--- config.mk ---
export PLATFORM = sky130hd
export DESIGN_NAME = sqvs_seq_flat
export DESIGN_NICKNAME = d
export VERILOG_FILES = /design/src/sv/sqvs_pkg.sv /design/src/sv/sqvs_if.sv /design/src/sv/sqvs_seq.sv /design/src/flat_wrapper.sv
export SDC_FILE = /design/constraint.sdc
export NUM_CORES = 1
export LEC_CHECK = 0
export BUFFER_PORTS_ARGS = -buffer_cell sky130_fd_sc_hd__buf_2
export CAP_MARGIN = 25
export CORE_ASPECT_RATIO = 0.9
export CORE_MARGIN = 1
export CORE_UTILIZATION = 50
export CTS_CLUSTER_DIAMETER = 200
export CTS_CLUSTER_SIZE = 30
export DETAILED_ROUTE_END_ITERATION = 10
export PLACE_DENSITY = 0.79
export SYNTH_ARGS = -nofsm -noshare
export SYNTH_HDL_FRONTEND = slang
export SYNTH_SLANG_ARGS = --single-unit
--- constraint.sdc ---
create_clock -name clk -period 7.33 [get_ports clk]
set_clock_uncertainty 0.15 [all_clocks]
set_input_delay 1.466 -clock clk [delete_from_list [all_inputs] [get_ports clk]]
set_output_delay 1.466 -clock clk [all_outputs]
set_load 0.05 [all_outputs]
--- src/sv/sqvs_pkg.sv ---
// Types, constants and helper functions of the sprite vertex setup block.
`timescale 1ns / 1ps
`default_nettype none
package sqvs_pkg;

  localparam int ANGLE_TABLE_DEPTH = 1024;
  localparam int ANG_IDX_W = $clog2(ANGLE_TABLE_DEPTH);
  // Phase keeps only the bits that select a table entry
  localparam logic [15:0] PHASE_MASK =
    16'((32'hFFFF >> (16 - ANG_IDX_W)) << (16 - ANG_IDX_W));

  localparam int CFG_W       = 14;
  localparam int CFG_AW      = 4;
  localparam int NUM_W       = 36;
  localparam int NP_W        = 38;
  localparam int REM_W       = 36;
  localparam int DEN_W       = 18;
  localparam int DD_W        = 19;
  localparam int QUO_W       = 16;
  localparam int STEP_STAGES = 8;
  localparam int DIV_LAT     = STEP_STAGES + 1;

  localparam logic [CFG_W-1:0] VP_W_RST  = 14'd1280;
  localparam logic [CFG_W-1:0] VP_H_RST  = 14'd720;
  localparam logic [CFG_W-1:0] TEX_W_RST = 14'd256;
  localparam logic [CFG_W-1:0] TEX_H_RST = 14'd256;

  localparam logic [2:0] LAST_SLOT = 3'd5;

  typedef enum logic [1:0] {
    REG_VP_W,
    REG_VP_H,
    REG_TEX_W,
    REG_TEX_H
  } reg_idx_t;

  typedef struct packed {
    logic signed [15:0] left;
    logic signed [15:0] top;
    logic signed [15:0] width;
    logic signed [15:0] height;
    logic [31:0]        color;
    logic [15:0]        angle;
    logic signed [15:0] src_left;
    logic signed [15:0] src_top;
    logic signed [15:0] src_width;
    logic signed [15:0] src_height;
  } req_t;

  typedef struct packed {
    req_t       req;
    logic [1:0] corner;
    logic       last;
  } job_t;

  typedef struct packed {
    logic [31:0] color;
    logic        last;
  } meta_t;

  // Two triangles: corners 0,1,2 then 2,1,3
  function automatic logic [1:0] corner_of(input logic [2:0] slot);
    logic [1:0] c;
    unique case (slot)
      3'd0: c = 2'd0;
      3'd1: c = 2'd1;
      3'd2: c = 2'd2;
      3'd3: c = 2'd2;
      3'd4: c = 2'd1;
      default: c = 2'd3;
    endcase
    return c;
  endfunction

  // Zero register acts as one
  function automatic logic [CFG_W-1:0] divisor(input logic [CFG_W-1:0] r);
    return (r == '0) ? CFG_W'(1) : r;
  endfunction

endpackage
`default_nettype wire

--- src/sv/sqvs_if.sv ---
// Request and vertex channel interfaces.
`timescale 1ns / 1ps
`default_nettype none
interface sqvs_req_if;
  logic               valid;
  logic               ready;
  logic signed [15:0] left;
  logic signed [15:0] top;
  logic signed [15:0] width;
  logic signed [15:0] height;
  logic [31:0]        color;
  logic [15:0]        angle;
  logic signed [15:0] src_left;
  logic signed [15:0] src_top;
  logic signed [15:0] src_width;
  logic signed [15:0] src_height;

  modport source (output valid, left, top, width, height, color, angle,
                  src_left, src_top, src_width, src_height, input ready);
  modport sink (input valid, left, top, width, height, color, angle,
                src_left, src_top, src_width, src_height, output ready);
endinterface

`default_nettype wire

--- src/sv/sqvs_seq.sv ---
// Corner sequencer: holds one request and issues its six vertex jobs.
`timescale 1ns / 1ps
`default_nettype none
module sqvs_seq
  import sqvs_pkg::*;
(
  input  logic       clk,
  input  logic       rst_n,
  input  logic       en,
  sqvs_req_if.sink   req,
  output job_t       job,
  output logic       job_v
);

  logic       busy_r, busy_nxt;
  logic [2:0] cnt_r, cnt_nxt;
  req_t       spr_r;
  job_t       job_r;
  logic       job_v_r;
  logic       take;

  // Take a request when idle, or the next one while the last vertex of this one issues
  assign req.ready = !busy_r || (en && (cnt_r == LAST_SLOT));
  assign take      = req.valid && req.ready;

  always_comb begin
    busy_nxt = busy_r;
    cnt_nxt  = cnt_r;
    if (take) begin
      busy_nxt = 1'b1;
      cnt_nxt  = '0;
    end else if (en && busy_r) begin
      cnt_nxt = cnt_r + 3'd1;
      if (cnt_r == LAST_SLOT) begin
        busy_nxt = 1'b0;
      end
    end
  end

  always_ff @(posedge clk) begin
    if (!rst_n) begin
      busy_r  <= 1'b0;
      cnt_r   <= '0;
      job_v_r <= 1'b0;
    end else begin
      busy_r <= busy_nxt;
      cnt_r  <= cnt_nxt;
      if (en) begin
        job_v_r <= busy_r;
      end
    end
  end

  always_ff @(posedge clk) begin
    if (take) begin
      spr_r <= '{left: req.left, top: req.top, width: req.width,
                 height: req.height, color: req.color, angle: req.angle,
                 src_left: req.src_left, src_top: req.src_top,
                 src_width: req.src_width, src_height: req.src_height};
    end
    if (en) begin
      job_r <= '{req: spr_r, corner: corner_of(cnt_r), last: (cnt_r == LAST_SLOT)};
    end
  end

  assign job   = job_r;
  assign job_v = job_v_r;

endmodule
`default_nettype wire

--- src/flat_wrapper.sv ---
// flat-port wrapper written by rule: the top's interface ports become plain ports
module sqvs_seq_flat import sqvs_pkg::*;
  (clk, rst_n, en, job, job_v, req_valid, req_left, req_top, req_width, req_height, req_color, req_angle, req_src_left, req_src_top, req_src_width, req_src_height, req_ready);
  sqvs_req_if req_i ();
  input  logic clk;
  input  logic rst_n;
  input  logic en;
  output job_t job;
  output logic job_v;
  input wire logic [$bits(req_i.valid)-1:0] req_valid;
  input wire logic [$bits(req_i.left)-1:0] req_left;
  input wire logic [$bits(req_i.top)-1:0] req_top;
  input wire logic [$bits(req_i.width)-1:0] req_width;
  input wire logic [$bits(req_i.height)-1:0] req_height;
  input wire logic [$bits(req_i.color)-1:0] req_color;
  input wire logic [$bits(req_i.angle)-1:0] req_angle;
  input wire logic [$bits(req_i.src_left)-1:0] req_src_left;
  input wire logic [$bits(req_i.src_top)-1:0] req_src_top;
  input wire logic [$bits(req_i.src_width)-1:0] req_src_width;
  input wire logic [$bits(req_i.src_height)-1:0] req_src_height;
  output wire logic [$bits(req_i.ready)-1:0] req_ready;
  assign req_i.valid = req_valid;
  assign req_i.left = req_left;
  assign req_i.top = req_top;
  assign req_i.width = req_width;
  assign req_i.height = req_height;
  assign req_i.color = req_color;
  assign req_i.angle = req_angle;
  assign req_i.src_left = req_src_left;
  assign req_i.src_top = req_src_top;
  assign req_i.src_width = req_src_width;
  assign req_i.src_height = req_src_height;
  assign req_ready = req_i.ready;
  sqvs_seq u_core (.clk(clk), .rst_n(rst_n), .en(en), .req(req_i), .job(job), .job_v(job_v));
endmodule
Yosys cells after proc, flatten, opt, wreduce, memory -nomap -nowiden
Cells that the tools add are included.

Register bits: 360. Word-level logic and storage cells: 48.

Add/sub/neg operators: 1. Eq/ne operators: 5. Muxes and demuxes: 4. Bitwise gates (word level): 1. Reduce and logical (&&, ||, !) cells: 12.

Operator list (count): 3-bit by 2-bit equality test with 1-bit output (second input constant) (2); 3-bit equality test (second input constant) (2); 2-bit one-hot mux with 3 select lines (1); 2-bit OR reduction (3); 2-bit nonzero test (2); 3-bit by 1-bit adder with 3-bit output (second input constant) (1); 3-bit by 1-bit equality test with 1-bit output (second input constant) (1); 1-bit logical AND (3); 3-bit zero test (1); 1-bit 2-to-1 mux (3); 2-bit AND reduction (1); 1-bit zero test (1); 1-bit logical OR (1); 1-bit inverter (1).

Logic depth before layout (Yosys ltp)
Gate-level depths: netlist of run 1.

Word-level depth: 6. Mapped depth: 5.

Worst setup path before layout of run 1
No wires, ideal clock.

Kind: input to register. Start point: input en. End point: register u_core.spr_r[0] in the netlist's numbering (enable). Library setup time: 557 ps. Arrival: 6019 ps. Setup slack: 604 ps. Cell stages on the path: 3. Buffers on the path: 0. Cell sequence: nand3_1 > nand2_1 > and2_1.

Longest elaborated chain between the ends: 3.

RTL lines: start, declared (RTL line flat_wrapper.sv:7) `input logic en;`; 1-bit logical AND (RTL line sqvs_seq.sv:23) `assign req.ready = !busy_r || (en && (cnt_r == LAST_SLOT));`; 1-bit logical OR (RTL line sqvs_seq.sv:23); net req_ready (RTL line flat_wrapper.sv:21) `output wire logic [$bits(req_i.ready)-1:0] req_ready;`; 1-bit logical AND (RTL line sqvs_seq.sv:24) `assign take = req.valid && req.ready;`; end signal, assigned (RTL line sqvs_seq.sv:56) `spr_r <= '{left: req.left, top: req.top, width: req.width,`; end, declared (RTL line sqvs_seq.sv:17) `req_t spr_r;`.

The timed path passes the listed nets, and every way through them passes these cells. A chain may end at the register's enable or synchronous reset.

Worst setup path after layout of run 1
Start point: input en. End point: output req_ready.

Longest elaborated chain between the ends: 2.

RTL lines (RTL line): 1-bit logical AND (sqvs_seq.sv:23); 1-bit logical OR (sqvs_seq.sv:23); end, declared (flat_wrapper.sv:21).

Every way passes these cells.

==> impl_metrics.py, run 1 <==
metrics = {
    "die": {
        "core_mm2": 0.02157,
        "rows": 51,
        "start_util": 0.5092,
        "io-pin-count": 361,
        "die_y_um": 142.6,
        "die_x_um": 158.2,
        "die_area_mm2": 0.02256,
    },
    "placement": {
        "post-place-ws_ps": 2946,
        "dp_hpwl_um": 13410,
        "globalplace.congestion": 0.7672,
        "dp_cells": 1049,
        "io_buffers": 360,
    },
    "setup_path": {
        "crit_buf_inv": 2,
        "worstSetupPathType": "input pin to primary output",
        "crit_chain": "clkbuf_8 -> nand3_1 -> nand2_1 -> buf_2",
        "end_kind": "primary output",
        "arrival_ps": 2460,
        "start_kind": "input pin",
        "critical-path-max-stage-delay_ps": 370,
        "critPathTopFamily": "buffers and inverters",
        "cp_max_fo": 58,
        "cp_slowest_cell": "clkbuf_8",
        "crit_start": "en",
        "r2r_start": "u_core.cnt_r[1]",
        "required_ps": 5710,
    },
    "clock_tree": {
        "clock_latency_ps": 500,
        "cts_max_path_buffers": 3,
        "tritoncts": "yes",
        "cts.sinks": 360,
        "clockRootBuffer": "clkbuf_16",
        "h-tree-depth": 1,
        "cts-resized-gates": 0,
        "hold_buffers": 0,
        "cts_setup_buffers": 0,
        "cts_made_buffers": 15,
        "cts.reportedPaths.clkPinSlew_ps": 110,
    },
    "timing": {
        "rsz0062_at_grt": "false",
        "max_slew.worst_pin.slew_ps": 938.1,
        "setup_ws_ps": 3250,
        "finalHoldViolCount": 0,
        "maxSlewViolCount": 0,
        "setup_tns_ps": 0,
        "fin_crit_sh": 0.5566,
        "min_period_ps": 4080,
        "relSlewSlack": 0.3746,
        "clock.fmax_mhz": 245.1,
        "setup_viol": 0,
        "holdWs_ps": 256.8,
    },
    "cells_and_area": {
        "drive_gt1_frac": 0.4917,
        "fillers": 1539,
        "syn2layout_area_growth_pct": 24.00,
        "seq_area_mm2": 0.01076,
        "multiInputGateArea_um2": 214.0,
        "final_cell_count_no_fill": 1071,
        "finalCoreUtilization": 0.6315,
        "layout.nets": 961,
    },
    "synthesis": {
        "postSynthCellCount": 394,
        "synth_area_mm2": 0.01098,
        "synth_top_cell_by_area": "edfxtp_1",
        "synth_cell_types": 18,
        "synth_nets": 579,
        "synth_area_per_cell_um2": 27.88,
        "ys_seq_area_frac": 0.9797,
        "synth_top_cells_by_area": "edfxtp_1 (97%), dfxtp_1 (0.91%), ha_1 (0.57%), a21oi_1 (0.18%), nor2b_1 (0.17%)",
        "ys_ff_latch": 360,
        "yosys_warnings": 0,
        "synth_top_area_frac": 0.9706,
    },
    "power_and_ir_drop": {
        "peakVddDrop_mv": 0.2180,
        "power.density_mw_per_mm2": 271.2,
        "p_leak_uw": 0.005205,
    },
    "grt": {
        "grt_pass1_vias": 4626,
        "antenna_found_initial": 2,
        "grt_max_degree": 83,
        "grt_usage": 0.1566,
        "grt_pass1_wl_um": 25850,
        "grt_overflow": 0,
    },
    "route": {
        "vias": 4957,
        "final_antenna_net_count": 0,
        "remaining_drc_errors": 0,
        "routed_via_density": 4.628,
        "dr.pass1.iters": 4,
        "drtIter0Drc": 288,
        "routedWlPerCell_um": 17.63,
        "drt_wl_total_um": 18880,
    },
    "status": {
        "status": "finished clean",
    },
    "flow_run": {
        "drv_cap": 0,
    },
    "worst_hold_path": {
        "worstHoldStart": "u_core.spr_r[66]",
        "min_path_type": "flip-flop to flip-flop",
    },
}
==> state kept, by name, summed over array words and instances (netlist names) <==
| signal | count |
|---|---|
| u_core.spr_r | 176 |
| u_core.job | 179 |
| u_core.busy_r | 1 |
| u_core.cnt_r | 3 |
| u_core.job_v | 1 |
==> power by group <==
part | switching, µW | leakage, µW | internal [µW] | total, µW
combinational | 273 | 0.00154 | 74.9 | 348
sequential | 27.4 | 0.00347 | 2390 | 2420
clock | 545 | 0.000194 | 383 | 927
total | 845 | 0.00520 | 2850 | 3690
==> final timing paths <==
path / endpoint / slack [ps] / cells past startpoint
max reg2reg: u_core.spr_r[45] / 4530 / 7
min: u_core.job[69] / 260 / 0
min reg2reg: u_core.job[69] / 260 / 0
max: req_ready / 3250 / 4
==> area by class of cell <==
type / count / area share
antenna: 1 / 0.0001837
clock buffer: 19 / 0.02866
clock inverter: 1 / 0.0006431
inverter: 3 / 0.0008268
multi-input combinational: 31 / 0.01571
sequential: 360 / 0.7901
tap: 291 / 0.02673
timing repair buffer: 365 / 0.1372
==> metal layers <==
metal  vias to the layer above  share of wire  global-route usage
met5                         -        0.00069                   0
met1                      2371           0.36              0.1822
met3                        25           0.10             0.05451
met4                         2          0.021             0.03543
li1                       2328              -                   -
met2                       231           0.52              0.2782
==> worst register-to-register path: stages, from the launching register on <==
cell	delay, ps
dfxtp_1	360
inv_1	90
ha_1	200
nand3_1	110
nand2_1	120
and2_4	450
buf_16	300
buf_4	640
==> stage by stage <==
stage          area, µm²  power, µW
2_1_floorplan      10980       2687
3_3_place_gp       13190       2807
3_5_place_dp       13190       2817
4_1_cts            13590       3730
5_1_grt            13620       3814
6_report           13620       3694
==> Yosys cell counts <==
cell type,n
edfxtp_1,355
dfxtp_1,5
ha_1,5
a21oi_1,4
inv_1,3
nand2_1,3
nor2b_1,3
and2_1,2
nand2b_1,2
nand3_1,2
nor2_1,2
o21ai_0,2
a21boi_0,1
a311oi_1,1
nand3_2,1
nand4_1,1
nor3_1,1
xnor2_1,1
==> cells in the final DEF, fill, tap and decap left out, types with 3 or more instances in the layout <==
cell / count
buf_2: 359
a21oi_1: 4
nor2b_1: 3
inv_1: 3
nand2_1: 3
clkbuf_1: 4
buf_4: 4
edfxtp_1: 355
ha_1: 5
dfxtp_1: 5
clkbuf_16: 15
==> cell families after synthesis <==
group	after synthesis	share of synthesized area
flops	360	0.9797
simple gates	17	0.008544
compound gates	8	0.004216
fa+ha+maj	5	0.005696
buf+inv	3	0.001025
xor+xnor	1	0.0007976
(Power assumes the default switching activity.)
==> run 2: changes to the inputs <==
==> constraint.sdc (replaced) <==
create_clock -name clk -period 3.9 [get_ports clk]
set_clock_uncertainty 0.15 [all_clocks]
set_input_delay 0.78 -clock clk [delete_from_list [all_inputs] [get_ports clk]]
set_output_delay 0.78 -clock clk [all_outputs]
set_load 0.05 [all_outputs]
==> impl_metrics.py, run 2 (same netlist as run 1, synthesis figures left out) <==
metrics = {
    "status": {
        "status": "finished clean",
    },
    "clock_tree": {
        "cts_made_buffers": 15,
        "cts-resized-gates": 0,
        "cts.sinks": 360,
        "cts_max_path_buffers": 3,
        "clockRootBuffer": "clkbuf_16",
        "hold_buffers": 0,
        "tritoncts": "yes",
        "cts_setup_buffers": 0,
        "h-tree-depth": 1,
        "clock_latency_ps": 490,
        "cts.reportedPaths.clkPinSlew_ps": 110,
    },
    "setup_path": {
        "required_ps": 2970,
        "reg2reg_depth": 6,
        "cp_max_fo": 51,
        "reg2reg_to": "u_core.spr_r[107]",
        "crit_end": "req_ready",
        "worstSetupPathType": "input pin to primary output",
        "end_kind": "primary output",
        "r2r_start": "u_core.cnt_r[1]",
        "start_kind": "input pin",
        "r2r_slack_ps": 1770,
        "crit_start": "en",
        "arrival_ps": 1740,
    },
    "route": {
        "drtIter0Drc": 288,
        "routed_via_density": 4.588,
        "final_antenna_net_count": 0,
        "drt_wl_total_um": 18890,
        "remaining_drc_errors": 0,
        "routedWlPerCell_um": 17.57,
        "dr.pass1.iters": 4,
        "vias": 4932,
    },
    "power_and_ir_drop": {
        "pwr-share-clk": 0.251,
        "p_leak_uw": 0.005219,
        "power_switching_uw": 1587,
        "p_int_uw": 5357,
        "power_uw": 6944,
        "power_frac_seq": 0.654,
        "power.density_mw_per_mm2": 508.6,
        "netSwitchingFraction": 0.2286,
        "power_frac_comb": 0.095,
        "peakVddDrop_mv": 0.4353,
    },
    "cells_and_area": {
        "syn2layout_area_growth_pct": 24.32,
        "drive_gt1_frac": 0.4930,
        "final_cell_count_no_fill": 1075,
        "layout.nets": 963,
        "final_common_cell": "buf_2",
        "largest_reg_flops": 179,
        "final_cell_mix": "buf_2 (359), edfxtp_1 (355), clkbuf_16 (15)",
    },
    "placement": {
        "dp_hpwl_um": 13540,
        "io_buffers": 360,
        "globalplace.congestion": 0.7617,
        "dp_cells": 1052,
    },
    "grt": {
        "grt_overflow": 0,
        "use_met2": 0.2807,
        "grt_pass1_vias": 4737,
        "grt_usage": 0.1578,
        "grt.busiest_layer": "met2",
        "gr-usage-met1": 0.1782,
        "grt_pass1_wl_um": 26010,
        "grtUsageMet3": 0.05298,
        "grt_max_degree": 87,
        "antenna_found_initial": 5,
    },
    "die": {
        "rows": 51,
        "io-pin-count": 361,
        "die_x_um": 158.2,
        "die_area_mm2": 0.02256,
        "die_y_um": 142.6,
        "start_util": 0.5092,
        "core_mm2": 0.02157,
    },
    "flow_run": {
        "drv_cap": 0,
    },
    "timing": {
        "rsz0062_at_grt": "false",
        "finalHoldViolCount": 0,
        "relSlewSlack": 0.5440,
        "setup_tns_ps": 0,
        "holdWs_ps": 272.6,
        "min_period_ps": 2670,
        "maxSlewViolCount": 0,
        "max_slew.worst_pin.slew_ps": 684.1,
        "fin_crit_sh": 0.6846,
        "setup_viol": 0,
        "clock.fmax_mhz": 374.5,
    },
    "worst_hold_path": {
        "min_path_type": "flip-flop to flip-flop",
    },
}
run 2: cell types whose count changed in the layout (fill, tap and decap cells not counted):
cell	change
buf_12	+3
diode_2	+2
buf_16	-1
buf_6	+1
clkbuf_8	-1
run 2: worst min-delay path by stage:
stage / startpoint / slack (ps) / endpoint / depth (start not counted)
after floorplan: u_core.spr_r[97] / 250 / u_core.job[100] / 0
after detailed placement: u_core.spr_r[105] / 250 / u_core.job[108] / 0
final: u_core.spr_r[107] / 270 / u_core.job[110] / 0
after CTS: req_height[14] / 270 / u_core.spr_r[126] / 1
after global routing: req_top[9] / 260 / u_core.spr_r[153] / 1
after global placement: u_core.spr_r[46] / 250 / u_core.job[49] / 0
run 2: final cells by class:
class,instances,area [µm²]
fillers,1526,7914
diodes,3,7.507
clock buffers,19,390.4
clock inverters,1,8.758
multi-input cells,31,214.0
flip-flops and latches,360,10760
repair buffers,367,1898
well taps,291,364.1
inverters,3,11.26
run 2: stage by stage:
stage,utilization,cell area [µm²],setup slack (ps)
finish,0.6331,13650,1230
global route,0.6331,13650,1142
CTS,0.6327,13650,1212
detailed placement,0.6142,13250,1092
global placement,0.6142,13250,1112
floorplan,-,10990,729.9
run 2: worst max-delay path, stage by stage:
cell and delay, ps:
buf_6 350, nand3_1 170, nand2_1 120, buf_2 260
run 2: routing by layer:
metal	part of all wire	up-vias
met3	0.094	35
met1	0.36	2341
met5	0.0012	-
li1	-	2331
met2	0.52	221
met4	0.029	4
run 2: power groups by stage:
stage / combinational, µW / clock (µW) / sequential [µW]
after detailed placement: 667 / 0 / 4640
after floorplan: 46.5 / 0 / 4990
final: 659 / 1740 / 4540
after global placement: 657 / 0 / 4620
after global routing: 691 / 1900 / 4570
after CTS: 667 / 1810 / 4550
