`src/sv/sqvs_pkg.sv`:
```
// Types, constants and helper functions of the sprite vertex setup block.
`timescale 1ns / 1ps
`default_nettype none
package sqvs_pkg;

  localparam int ANGLE_TABLE_DEPTH = 1024;
  localparam int ANG_IDX_W = $clog2(ANGLE_TABLE_DEPTH);
  // Phase keeps only the bits that select a table entry
  localparam logic [15:0] PHASE_MASK =
    16'((32'hFFFF >> (16 - ANG_IDX_W)) << (16 - ANG_IDX_W));

  localparam int CFG_W       = 14;
  localparam int CFG_AW      = 4;
  localparam int NUM_W       = 36;
  localparam int NP_W        = 38;
  localparam int REM_W       = 36;
  localparam int DEN_W       = 18;
  localparam int DD_W        = 19;
  localparam int QUO_W       = 16;
  localparam int STEP_STAGES = 8;
  localparam int DIV_LAT     = STEP_STAGES + 1;

  localparam logic [CFG_W-1:0] VP_W_RST  = 14'd1280;
  localparam logic [CFG_W-1:0] VP_H_RST  = 14'd720;
  localparam logic [CFG_W-1:0] TEX_W_RST = 14'd256;
  localparam logic [CFG_W-1:0] TEX_H_RST = 14'd256;

  localparam logic [2:0] LAST_SLOT = 3'd5;

  typedef enum logic [1:0] {
    REG_VP_W,
    REG_VP_H,
    REG_TEX_W,
    REG_TEX_H
  } reg_idx_t;

  typedef struct packed {
    logic signed [15:0] left;
    logic signed [15:0] top;
    logic signed [15:0] width;
    logic signed [15:0] height;
    logic [31:0]        color;
    logic [15:0]        angle;
    logic signed [15:0] src_left;
    logic signed [15:0] src_top;
    logic signed [15:0] src_width;
    logic signed [15:0] src_height;
  } req_t;

  typedef struct packed {
    req_t       req;
    logic [1:0] corner;
    logic       last;
  } job_t;

  typedef struct packed {
    logic [31:0] color;
    logic        last;
  } meta_t;

  // Two triangles: corners 0,1,2 then 2,1,3
  function automatic logic [1:0] corner_of(input logic [2:0] slot);
    logic [1:0] c;
    unique case (slot)
      3'd0: c = 2'd0;
      3'd1: c = 2'd1;
      3'd2: c = 2'd2;
      3'd3: c = 2'd2;
      3'd4: c = 2'd1;
      default: c = 2'd3;
    endcase
    return c;
  endfunction

  // Zero register acts as one
  function automatic logic [CFG_W-1:0] divisor(input logic [CFG_W-1:0] r);
    return (r == '0) ? CFG_W'(1) : r;
  endfunction

endpackage
`default_nettype wire

```
`src/sv/sqvs_div.sv`:
```
// Pipelined rounding divider with 16-bit saturated signed quotient.
`timescale 1ns / 1ps
`default_nettype none
module sqvs_div
  import sqvs_pkg::*;
(
  input  logic                    clk,
  input  logic                    en,
  input  logic signed [NUM_W-1:0] num,
  input  logic [DEN_W-1:0]        den,
  output logic signed [QUO_W-1:0] res
);

  localparam int STEPS_PER = QUO_W / STEP_STAGES;

  logic signed [NP_W-1:0] num_ext, np_nxt, np_r;
  logic [NP_W-1:0]        bias;
  logic [DD_W-1:0]        dd0_r;

  logic [REM_W-1:0] rem_i [STEP_STAGES];
  logic [QUO_W-1:0] q_i   [STEP_STAGES];
  logic [DD_W-1:0]  dd_i  [STEP_STAGES];
  logic             lo_i  [STEP_STAGES];
  logic             hi_i  [STEP_STAGES];

  logic [REM_W-1:0] rem_r [STEP_STAGES];
  logic [QUO_W-1:0] q_r   [STEP_STAGES];
  logic [DD_W-1:0]  dd_r  [STEP_STAGES];
  logic             lo_r  [STEP_STAGES];
  logic             hi_r  [STEP_STAGES];

  // floor((2n+d)/2d) offset by 32768 quotients so that it stays unsigned
  assign num_ext = NP_W'(num);
  assign bias    = (NP_W'(den) << 16) + NP_W'(den);
  assign np_nxt  = (num_ext <<< 1) + $signed(bias);

  always_ff @(posedge clk) begin
    if (en) begin
      np_r  <= np_nxt;
      dd0_r <= {den, 1'b0};
    end
  end

  for (genvar g = 0; g < STEP_STAGES; g++) begin : g_stage
    if (g == 0) begin : g_first
      assign rem_i[g] = REM_W'(np_r);
      assign q_i[g]   = '0;
      assign dd_i[g]  = dd0_r;
      assign lo_i[g]  = np_r[NP_W-1];
      assign hi_i[g]  = !np_r[NP_W-1] && ($unsigned(np_r) >= NP_W'({dd0_r, 16'b0}));
    end else begin : g_next
      assign rem_i[g] = rem_r[g-1];
      assign q_i[g]   = q_r[g-1];
      assign dd_i[g]  = dd_r[g-1];
      assign lo_i[g]  = lo_r[g-1];
      assign hi_i[g]  = hi_r[g-1];
    end

    logic [REM_W-1:0] rem_nxt;
    logic [QUO_W-1:0] q_nxt;

    always_comb begin
      logic [REM_W-1:0] trial;
      rem_nxt = rem_i[g];
      q_nxt   = q_i[g];
      trial   = '0;
      for (int b = 0; b < STEPS_PER; b++) begin
        trial = REM_W'(dd_i[g]) << (QUO_W - 1 - STEPS_PER * g - b);
        if (rem_nxt >= trial) begin
          rem_nxt = rem_nxt - trial;
          q_nxt[QUO_W - 1 - STEPS_PER * g - b] = 1'b1;
        end
      end
    end

    always_ff @(posedge clk) begin
      if (en) begin
        rem_r[g] <= rem_nxt;
        q_r[g]   <= q_nxt;
        dd_r[g]  <= dd_i[g];
        lo_r[g]  <= lo_i[g];
        hi_r[g]  <= hi_i[g];
      end
    end
  end

  // Saturate out-of-range quotients, else undo the offset by flipping the top quotient bit
  always_comb begin
    priority if (lo_r[STEP_STAGES-1]) begin
      res = {1'b1, {(QUO_W-1){1'b0}}};
    end else if (hi_r[STEP_STAGES-1]) begin
      res = {1'b0, {(QUO_W-1){1'b1}}};
    end else begin
      res = {~q_r[STEP_STAGES-1][QUO_W-1], q_r[STEP_STAGES-1][QUO_W-2:0]};
    end
  end

endmodule
`default_nettype wire

```
`config.mk`:
```
export PLATFORM = sky130hd
export DESIGN_NAME = sqvs_div
export DESIGN_NICKNAME = d
export VERILOG_FILES = /design/src/sv/sqvs_pkg.sv /design/src/sv/sqvs_div.sv
export SDC_FILE = /design/constraint.sdc
export NUM_CORES = 1
export LEC_CHECK = 0
export BUFFER_PORTS_ARGS = -buffer_cell sky130_fd_sc_hd__buf_2
export CORE_MARGIN = 2
export CORE_UTILIZATION = 60
export DETAILED_ROUTE_END_ITERATION = 6
export PLACE_DENSITY = 0.86
export RECOVER_POWER = 50
export SKIP_LAST_GASP = 1
export SYNTH_ARGS = -nofsm -noshare
export SYNTH_HDL_FRONTEND = slang
export SYNTH_SLANG_ARGS = --single-unit
```
`constraint.sdc`:
```
create_clock -name clk -period 13.1 [get_ports clk]
set_input_delay 0.655 -clock clk [delete_from_list [all_inputs] [get_ports clk]]
set_output_delay 0.655 -clock clk [all_outputs]
set_load 0.005 [all_outputs]
```
# Word level (Yosys, flattened, before mapping)
# Memory sizes are Yosys's and may differ from the RTL's.
# Cells that the tools add are included.
[word_totals]
in_bits = 56
out_inout_bits = 16
regBits = 56
n_memories = 5
ramBits = 584
wordCells = 81
[memory_table]
columns = ["memory", "depth", "width", "read_ports", "rd_clocked_by_memory_dff", "write_ports", "line", "text"]
rows = [
  ["rem_r", 8, 36, 7, 0, 8, "sqvs_div.sv:26", "logic [REM_W-1:0] rem_r [STEP_STAGES];"],
  ["dd_r", 8, 19, 7, 0, 8, "sqvs_div.sv:28", "logic [DD_W-1:0] dd_r [STEP_STAGES];"],
  ["q_r", 8, 16, 8, 0, 8, "sqvs_div.sv:27", "logic [QUO_W-1:0] q_r [STEP_STAGES];"],
  ["hi_r", 8, 1, 8, 0, 8, "sqvs_div.sv:30", "logic hi_r [STEP_STAGES];"],
  ["lo_r", 8, 1, 8, 0, 8, "sqvs_div.sv:29", "logic lo_r [STEP_STAGES];"],
]
[classes]
add_sub_neg = 18
n_bitwise = 1
mux = 36
reduce_logical = 2
n_lt_le_gt_ge = 17
[op_table]
columns = ["operator", "count"]
rows = [
  ["36-bit two-way mux", 16],
  ["37-bit by 36-bit adder with 38-bit output", 1],
  ["38-bit by 35-bit greater-or-equal comparator with 1-bit output", 1],
  ["36-bit by 19-bit greater-or-equal comparator with 1-bit output", 1],
  ["36-bit by 20-bit greater-or-equal comparator with 1-bit output", 1],
  ["36-bit by 21-bit greater-or-equal comparator with 1-bit output", 1],
  ["36-bit by 22-bit greater-or-equal comparator with 1-bit output", 1],
  ["36-bit by 23-bit greater-or-equal comparator with 1-bit output", 1],
  ["36-bit by 24-bit greater-or-equal comparator with 1-bit output", 1],
  ["36-bit by 25-bit greater-or-equal comparator with 1-bit output", 1],
  ["36-bit by 26-bit greater-or-equal comparator with 1-bit output", 1],
  ["36-bit by 27-bit greater-or-equal comparator with 1-bit output", 1],
  ["36-bit by 28-bit greater-or-equal comparator with 1-bit output", 1],
  ["36-bit by 29-bit greater-or-equal comparator with 1-bit output", 1],
  ["36-bit by 30-bit greater-or-equal comparator with 1-bit output", 1],
  ["36-bit by 31-bit greater-or-equal comparator with 1-bit output", 1],
  ["36-bit by 32-bit greater-or-equal comparator with 1-bit output", 1],
  ["36-bit by 33-bit greater-or-equal comparator with 1-bit output", 1],
  ["36-bit by 34-bit greater-or-equal comparator with 1-bit output", 1],
  ["36-bit by 19-bit subtractor with 36-bit output", 1],
  ["36-bit by 20-bit subtractor with 36-bit output", 1],
  ["36-bit by 21-bit subtractor with 36-bit output", 1],
  ["36-bit by 22-bit subtractor with 36-bit output", 1],
  ["36-bit by 23-bit subtractor with 36-bit output", 1],
  ["other kinds (17)", 35],
]

# Logic depth before layout (Yosys ltp)
# Gate-level depths: netlist of the first run.
# An unclocked memory read counts as a cell.
[logic_depth]
depth_word = 5
depth_mapped = 30
mapped_depth_nobuf = 25

# Least setup slack after synthesis of the first run
# OpenSTA, ideal clock, no wires.
[synth_timing]
kind = "register to register"
start = "memory rem_r[1][29]"
end = "memory rem_r[2][12], data pin"
setup_ps = 260
arrival_ps = 5783
setup_slack_ps = 7058
required_ps = 12840
path_buffers = 5
path_stages_with_launch = 24
synth_period_minus_slack_ps = 6042
cell_sequence = "edfxtp_1 -> ha_1 -> clkbuf_1 -> nand2_1 -> nor2_1 -> nand2_1 -> a211oi_1 -> a211o_1 -> clkbuf_1 -> buf_1 -> clkbuf_1 -> nor2_1 -> a21oi_1 -> ha_1 -> nand3_1 -> nor2_1 -> or4_1 -> a31o_2 -> a221oi_1 -> a21oi_1 -> nand4b_1 -> nor4_2 -> clkbuf_1 -> mux2_2"
[synth_lines]
columns = ["item", "line"]
rows = [
  ["from (decl)", "sqvs_div.sv:26"],
]

==> impl_metrics.csv, run 1 <==
group,metric,value,unit
run_status,outcome,"finished, violations left",
run_status,violations,"max-capacitance violations, max-slew violations",
setup_path,end_kind,"register",
final_layout,nFillCells,4864,
synthesis,syn_nets,4208,
global_route,grt_max_degree,172,
cts,htree_levels,2,
route,vias_per_cell,6.24,
synthesis,synthMuxAreaShare,3.72,%
timing,final-hold-violation-count,0,
cts,cts_tree,"built",
timing,worstMarginPinSlew,6220,ps
timing,relSlewSlack,-314,%
floorplanning,start_util,60.4,%
final_layout,antennaDiodeCount,0,
floorplanning,fp.dieW,255,um
route,drtPass1Iterations,5,
timing,rsz0062_at_grt,"no",
floorplanning,die-area,65200,um^2
route,initialDrtViolationCount,2367,
global_route,grt_overflow,0,
synthesis,synth_compound_area_share,17.1,%
floorplanning,core.rowCount,92,
final_layout,multi_input_area,21200,um^2
synthesis,yosys.area_share.simple,15.0,%
final_layout,drive_above_1_share,7.79,%
cts,clock-root-buffer,"clkbuf_16",
final_layout,stdcell_count,4750,
timing,finalCritPeriodShare,71.9,%
setup_path,start_kind,"primary input",
placed_design,port_buffers,71,
final_layout,seqCellArea,15400,um^2
global_route,antenna_found_initial,0,
synthesis,synthCells,3794,
timing,setup_slack,3680,ps
timing,maxSlewViolCount,285,
global_route,grt.total_usage,27.7,%
cts,cts_resized,0,
timing,whs,307,ps
global_route,grt_pass1_wl,148,mm
synthesis,synthFlopType,"edfxtp_1",
synthesis,netlist_area,37900,um^2
final_layout,areaGrowthSynthToFinish,7.86,%
timing,final.setup.tns,0,ps
cts,path_clk_slew,60,ps
synthesis,synth_fa_ha_area_share,12.2,%
power,power_leakage,16.2,nW
power,powerDensity,276,nW/um^2
cts,cts_sinks,514,
cts,cts-buffers-inserted,54,
timing,post-route-min-period,9420,ps
synthesis,synthXorXnorAreaFrac,7.88,%
global_route,grt_pass1_vias,29100,
route,totalWireLength,92.3,mm
synthesis,ys_seq_elements,514,
flow_run,maxCapViolations,2,
cts,cts.hold.buffers_added,0,
placed_design,post-place-ws,5860,ps
synthesis,async_flop_share,0,%
timing,fmax,106,MHz
route,avgRoutedWirePerCell,19.4,um
synthesis,synth_top_family_by_area,"compound AO/OA/AOI/OAI gates",
setup_path,worstSetupPathType,"in -> reg",
floorplanning,core_area,62700,um^2
timing,skew,33.4,ps
synthesis,yosys_warnings,0,
setup_path,path_max_fanout,171,
final_layout,layout.nets,4272,
hold_path,hold_class,"in -> reg",
placed_design,dpl.cell_count,4648,
setup_path,cp_data_required_time,13340,ps
floorplanning,die_y,255,um
route,drcViolationCount,0,
power,vdd_drop_max,128,uV
placed_design,dp_hpwl,71.5,mm
setup_path,arrival,9660,ps
cts,clock_latency,630,ps
synthesis,syn_area_per_cell,9.99,um^2
synthesis,yosysSeqAreaShare,40.7,%
cts,cts_setup_buffers,0,
route,vias,29700,
synthesis,synth_cell_types,104,
route,ant_nets,0,
cts,clock_path_buffers,3,
synthesis,synth-edff-count,514,
placed_design,gp_congestion,0.976,
floorplanning,ios,72,
timing,setup_violations,0,
## layer usage
layer  track usage [%]  vias up  routed length, um
li1                  -    14300                  -
met1              32.6    14100              36400
met2              49.8     1031              46500
met3              3.57      267               4820
met4              13.5        0               4630
met5                 0        -                  0
## flip-flops by register name, indices dropped and copies added, names as in the netlist
| register | flops |
|---|---|
| rem_r | 252 |
| q_r | 72 |
| dd_r | 119 |
| dd0_r | 17 |
| np_r | 38 |
| hi_r | 8 |
| lo_r | 8 |
## synthesized netlist by cell type (all sizes together), types with 21 or more instances
cell type | n | area (um^2)
a211oi | 45 | 343
xnor2 | 235 | 2060
xor2 | 106 | 928
nor2 | 311 | 1170
o21a | 61 | 458
ha | 341 | 4270
edfxtp | 514 | 15400
a21oi | 298 | 1490
mux2 | 111 | 1280
nor4 | 48 | 334
o211ai | 21 | 158
nand2b | 50 | 313
nand2 | 252 | 948
and2 | 27 | 169
nor2b | 51 | 327
and3 | 33 | 206
a31oi | 33 | 206
inv | 260 | 976
a21o | 136 | 1020
nand3 | 68 | 345
or3 | 27 | 169
clkbuf | 61 | 229
o21ai | 198 | 991
o31ai | 28 | 215
o21bai | 39 | 293
nand4 | 61 | 388
nor3 | 77 | 390
## power by group
part           total (W)  internal, W  switching [W]
Combinational    0.00689      0.00304        0.00385
Clock            0.00154     0.000883       0.000659
Sequential       0.00284      0.00252       0.000323
Total             0.0113      0.00644        0.00483
## through the flow
step,utilization (%),area [um^2],total power (W)
floorplan,-,37900,0.00809
global placement,62.4,39100,0.00936
detailed placement,62.4,39100,0.00955
CTS,65.2,40900,0.0112
global route,65.2,40900,0.0121
finish,65.2,40900,0.0113
## final timing paths
path	end	cells past startpoint	slack [ps]	startpoint
max	hi_r[1][3]$_DFFE_PP_	3	3680	en
min	np_r[0]$_DFFE_PP_	1	310	den[0]
max reg2reg	rem_r[2][20]$_DFFE_PP_	21	5830	rem_r[1][0]$_DFFE_PP_
min reg2reg	q_r[1][47]$_DFFE_PP_	0	410	q_r[1][31]$_DFFE_PP_
## logic make-up after synthesis
group	after synthesis
buffers and inverters	340
DFF	514
adders and majority gates	358
and+or+nand+nor	1115
AOI/OAI and AO/OA	1002
muxes	124
xor gates and xnor gates	341
## area by class of cell
cell class | count | share of cell area (%)
repair buffers | 86 | 1.08
clock inverters | 37 | 0.958
well taps | 846 | 2.59
clock buffers | 65 | 3.41
inverters | 262 | 2.41
flip-flops and latches | 514 | 37.8
multi-input cells | 2940 | 51.8
## layout by cell type (no fill, tap or decap), drive strengths merged, types with 28 or more instances in the layout
| master | n |
|---|---|
| edfxtp | 514 |
| ha | 341 |
| nor2 | 311 |
| a21oi | 298 |
| inv | 262 |
| nand2 | 252 |
| xnor2 | 235 |
| o21ai | 198 |
| a21o | 136 |
| mux2 | 111 |
| xor2 | 106 |
| clkbuf | 85 |
| nor3 | 77 |
| nand3 | 68 |
| buf | 66 |
| o21a | 61 |
| nand4 | 61 |
| nor2b | 51 |
| nand2b | 50 |
| nor4 | 48 |
| a211oi | 45 |
| o21bai | 39 |
| a31oi | 33 |
| and3 | 33 |
| clkinv | 30 |
| o31ai | 28 |
## worst max-delay path: stages
cell and delay [ps]:
clkbuf_1 4220, clkbuf_2 3240, buf_4 1090
No activity file was read; power rests on OpenSTA's default activity.
==> run 2: changes to the inputs <==
--- a/config.mk
+++ b/config.mk
@@ -5,6 +5,7 @@
 export SDC_FILE = /design/constraint.sdc
 export NUM_CORES = 1
 export LEC_CHECK = 0
+export ABC_AREA = 1
 export BUFFER_PORTS_ARGS = -buffer_cell sky130_fd_sc_hd__buf_2
 export CORE_MARGIN = 2
 export CORE_UTILIZATION = 60
==> constraint.sdc (replaced) <==
create_clock -name clk -period 8.9 [get_ports clk]
set_input_delay 0.445 -clock clk [delete_from_list [all_inputs] [get_ports clk]]
set_output_delay 0.445 -clock clk [all_outputs]
set_load 0.005 [all_outputs]
==> run 2 against run 1 <==
Area after synthesis grew 14%. Critical path type unchanged. Sequential share of layout area shrank 4.4 points. Critical path depth is the same. Register-to-register slack lost 3500 ps. Highest routed layer unchanged. Synthesized cell count grew 52%. The run still ends with max-capacitance violations, max-slew violations left. Worst hold slack lost 170 ps. Worst setup slack lost 1800 ps. Clock power grew 68%. Clock-buffer cell count grew 2.
==> impl_metrics.csv, run 2 <==
group,metric,value,unit
floorplanning,core.rowCount,98,
route,drcViolationCount,0,
route,m1WireLength,57.7,mm
timing,relSlewSlack,-268,%
route,met2_length,59.9,mm
power,vdd_drop_max,414,uV
route,vias,40000,
route,initialDrtViolationCount,4483,
cts,cts_resized,0,
timing,whs,135,ps
timing,skew,49.4,ps
cts,cts.hold.buffers_added,0,
placed_design,place_area,44300,um^2
cts,cts-buffers-inserted,57,
cts,htree_levels,2,
floorplanning,fp.dieW,272,um
synthesis,yosysSeqAreaShare,35.9,%
placed_design,gp_congestion,1.02,
global_route,grt.total_usage,35.1,%
global_route,grt_overflow,0,
power,powerDensity,405,nW/um^2
synthesis,netlist_area,43000,um^2
cts,clock_path_buffers,3,
floorplanning,core_area,71200,um^2
global_route,grt_pass1_vias,37300,
placed_design,dp_hpwl,106,mm
route,avgRoutedWirePerCell,19.3,um
final_layout,largest_reg_flops,252,
synthesis,synth_common_cells,"nand2_1 (1654), inv_1 (764), nor2_1 (532)",
final_layout,drive_above_1_share,4.51,%
placed_design,port_buffers,71,
synthesis,synth_top_area_share,35.9,%
final_layout,final_cell_mix,"nand2_1 (1654), inv_1 (764), nor2_1 (532)",
cts,path_clk_slew,60,ps
flow_run,maxCapViolations,2,
synthesis,synth_top_area_cell,"edfxtp_1",
timing,final-hold-violation-count,0,
route,totalWireLength,132,mm
floorplanning,die-area,73900,um^2
final_layout,stdcell_count,6844,
setup_path,path_max_fanout,145,
route,met3_length,9.86,mm
hold_path,hold_class,"in -> reg",
timing,finalCritPeriodShare,78.8,%
setup_path,end_kind,"register",
synthesis,yosys_warnings,0,
final_layout,final_common_cell,"nand2_1",
timing,post-route-min-period,7010,ps
setup_path,arrival,7270,ps
route,vias_per_cell,5.84,
route,drtPass1Iterations,6,
timing,final.setup.tns,0,ps
route,ant_nets,0,
timing,worstMarginPinSlew,5520,ps
synthesis,synth_cell_types,64,
floorplanning,die_y,272,um
timing,fmax,143,MHz
final_layout,reg_top3,"rem_r: 252 flops, dd_r: 119 flops, q_r: 72 flops",
timing,setup_violations,0,
route,top_layer,"met4",
placed_design,dpl.cell_count,6739,
setup_path,start_kind,"primary input",
cts,clock-root-buffer,"clkbuf_16",
synthesis,async_flop_share,0,%
cts,cts_setup_buffers,0,
synthesis,syn_nets,6192,
cts,clock_latency,650,ps
global_route,antenna_found_initial,0,
run_status,violations,"max-capacitance violations, max-slew violations",
final_layout,layout.nets,6262,
floorplanning,start_util,60.4,%
synthesis,synth-edff-count,514,
final_layout,max_flop_register,"rem_r",
setup_path,cp_data_required_time,9160,ps
setup_path,worstSetupPathType,"in -> reg",
final_layout,areaGrowthSynthToFinish,7.52,%
synthesis,ys_seq_elements,514,
global_route,grt_max_degree,173,
cts,cts_sinks,514,
power,power_leakage,21.0,nW
floorplanning,ios,72,
synthesis,synth.most_common_cell,"nand2_1",
final_layout,antennaDiodeCount,0,
cts,cts_tree,"built",
run_status,outcome,"finished, violations left",
final_layout,finish.utilization,64.9,%
timing,rsz0062_at_grt,"no",
synthesis,syn_area_per_cell,7.45,um^2
global_route,grt_pass1_wl,205,mm
synthesis,synthCells,5778,
final_layout,stdcell_area,46300,um^2
synthesis,synthFlopType,"edfxtp_1",
synthesis,yosys-top-cells-area,"edfxtp_1 (36%), nand2_1 (14%), ha_1 (9.9%)",
timing,maxSlewViolCount,144,
[run 2: cell types whose count changed after synthesis, moves of 111 or more]
cell	previous run	this run
inv_1	258	764
a21o_1	136	25
o21ai_0	196	313
nor2_1	311	532
nand2_1	251	1654
nand3_1	67	374
[run 2: final cells by class]
| cell class | instances | area [um^2] |
|---|---|---|
| Timing Repair Buffer | 78 | 405 |
| Sequential cell | 514 | 15400 |
| Tap cell | 950 | 1190 |
| Inverter | 775 | 2910 |
| Multi-Input combinational cell | 4422 | 24300 |
| Fill cell | 6252 | 25000 |
| Clock inverter | 38 | 524 |
| Clock buffer | 67 | 1510 |
[run 2: through the flow]
step,total power (W),worst slack (ps)
after floorplan,0.0130,4510
after global placement,0.0157,2800
after detailed placement,0.0158,2500
after CTS,0.0185,2480
after global routing,0.0203,1220
final,0.0187,1890
[run 2: worst max-delay path: stages]
cell and delay (ps):
clkbuf_1 3760, clkbuf_1 2250, buf_12 590
[run 2: power breakdown]
| group | internal [W] | total, W | leakage [nW] | switching, W |
|---|---|---|---|---|
| Sequential | 0.00372 | 0.00425 | 4.94 | 0.000526 |
| Clock | 0.00156 | 0.00259 | 0.978 | 0.00103 |
| Combinational | 0.00417 | 0.0119 | 15.1 | 0.00771 |
| Total | 0.00945 | 0.0187 | 21.0 | 0.00926 |
[run 2: cells by family after synthesis]
kind of cell	after synthesis	synth area share, %
adder cells (fa/ha/maj)	358	10.7
AND/OR/NAND/NOR	2926	29.0
buffers and inverters	842	7.68
multiplexers	1	0.0233
flip-flops	514	35.9
XOR/XNOR	296	6.03
AO/OA/AOI/OAI	841	10.7
[run 2: final timing paths]
check	slack (ps)	start	cells past startpoint	to
max	1890	en	3	rem_r[6][29]$_DFFE_PP_
min	130	num[35]	2	np_r[37]$_DFFE_PP_
max reg2reg	2350	np_r[26]$_DFFE_PP_	19	rem_r[0][15]$_DFFE_PP_
min reg2reg	390	q_r[1][9]$_DFFE_PP_	0	q_r[1][25]$_DFFE_PP_
[run 2: layer usage]
metal	vias to the layer above	track usage [%]
li1	19500	-
met1	18600	48.8
met2	1650	56.8
met3	267	4.06
met4	0	12.2
met5	-	0
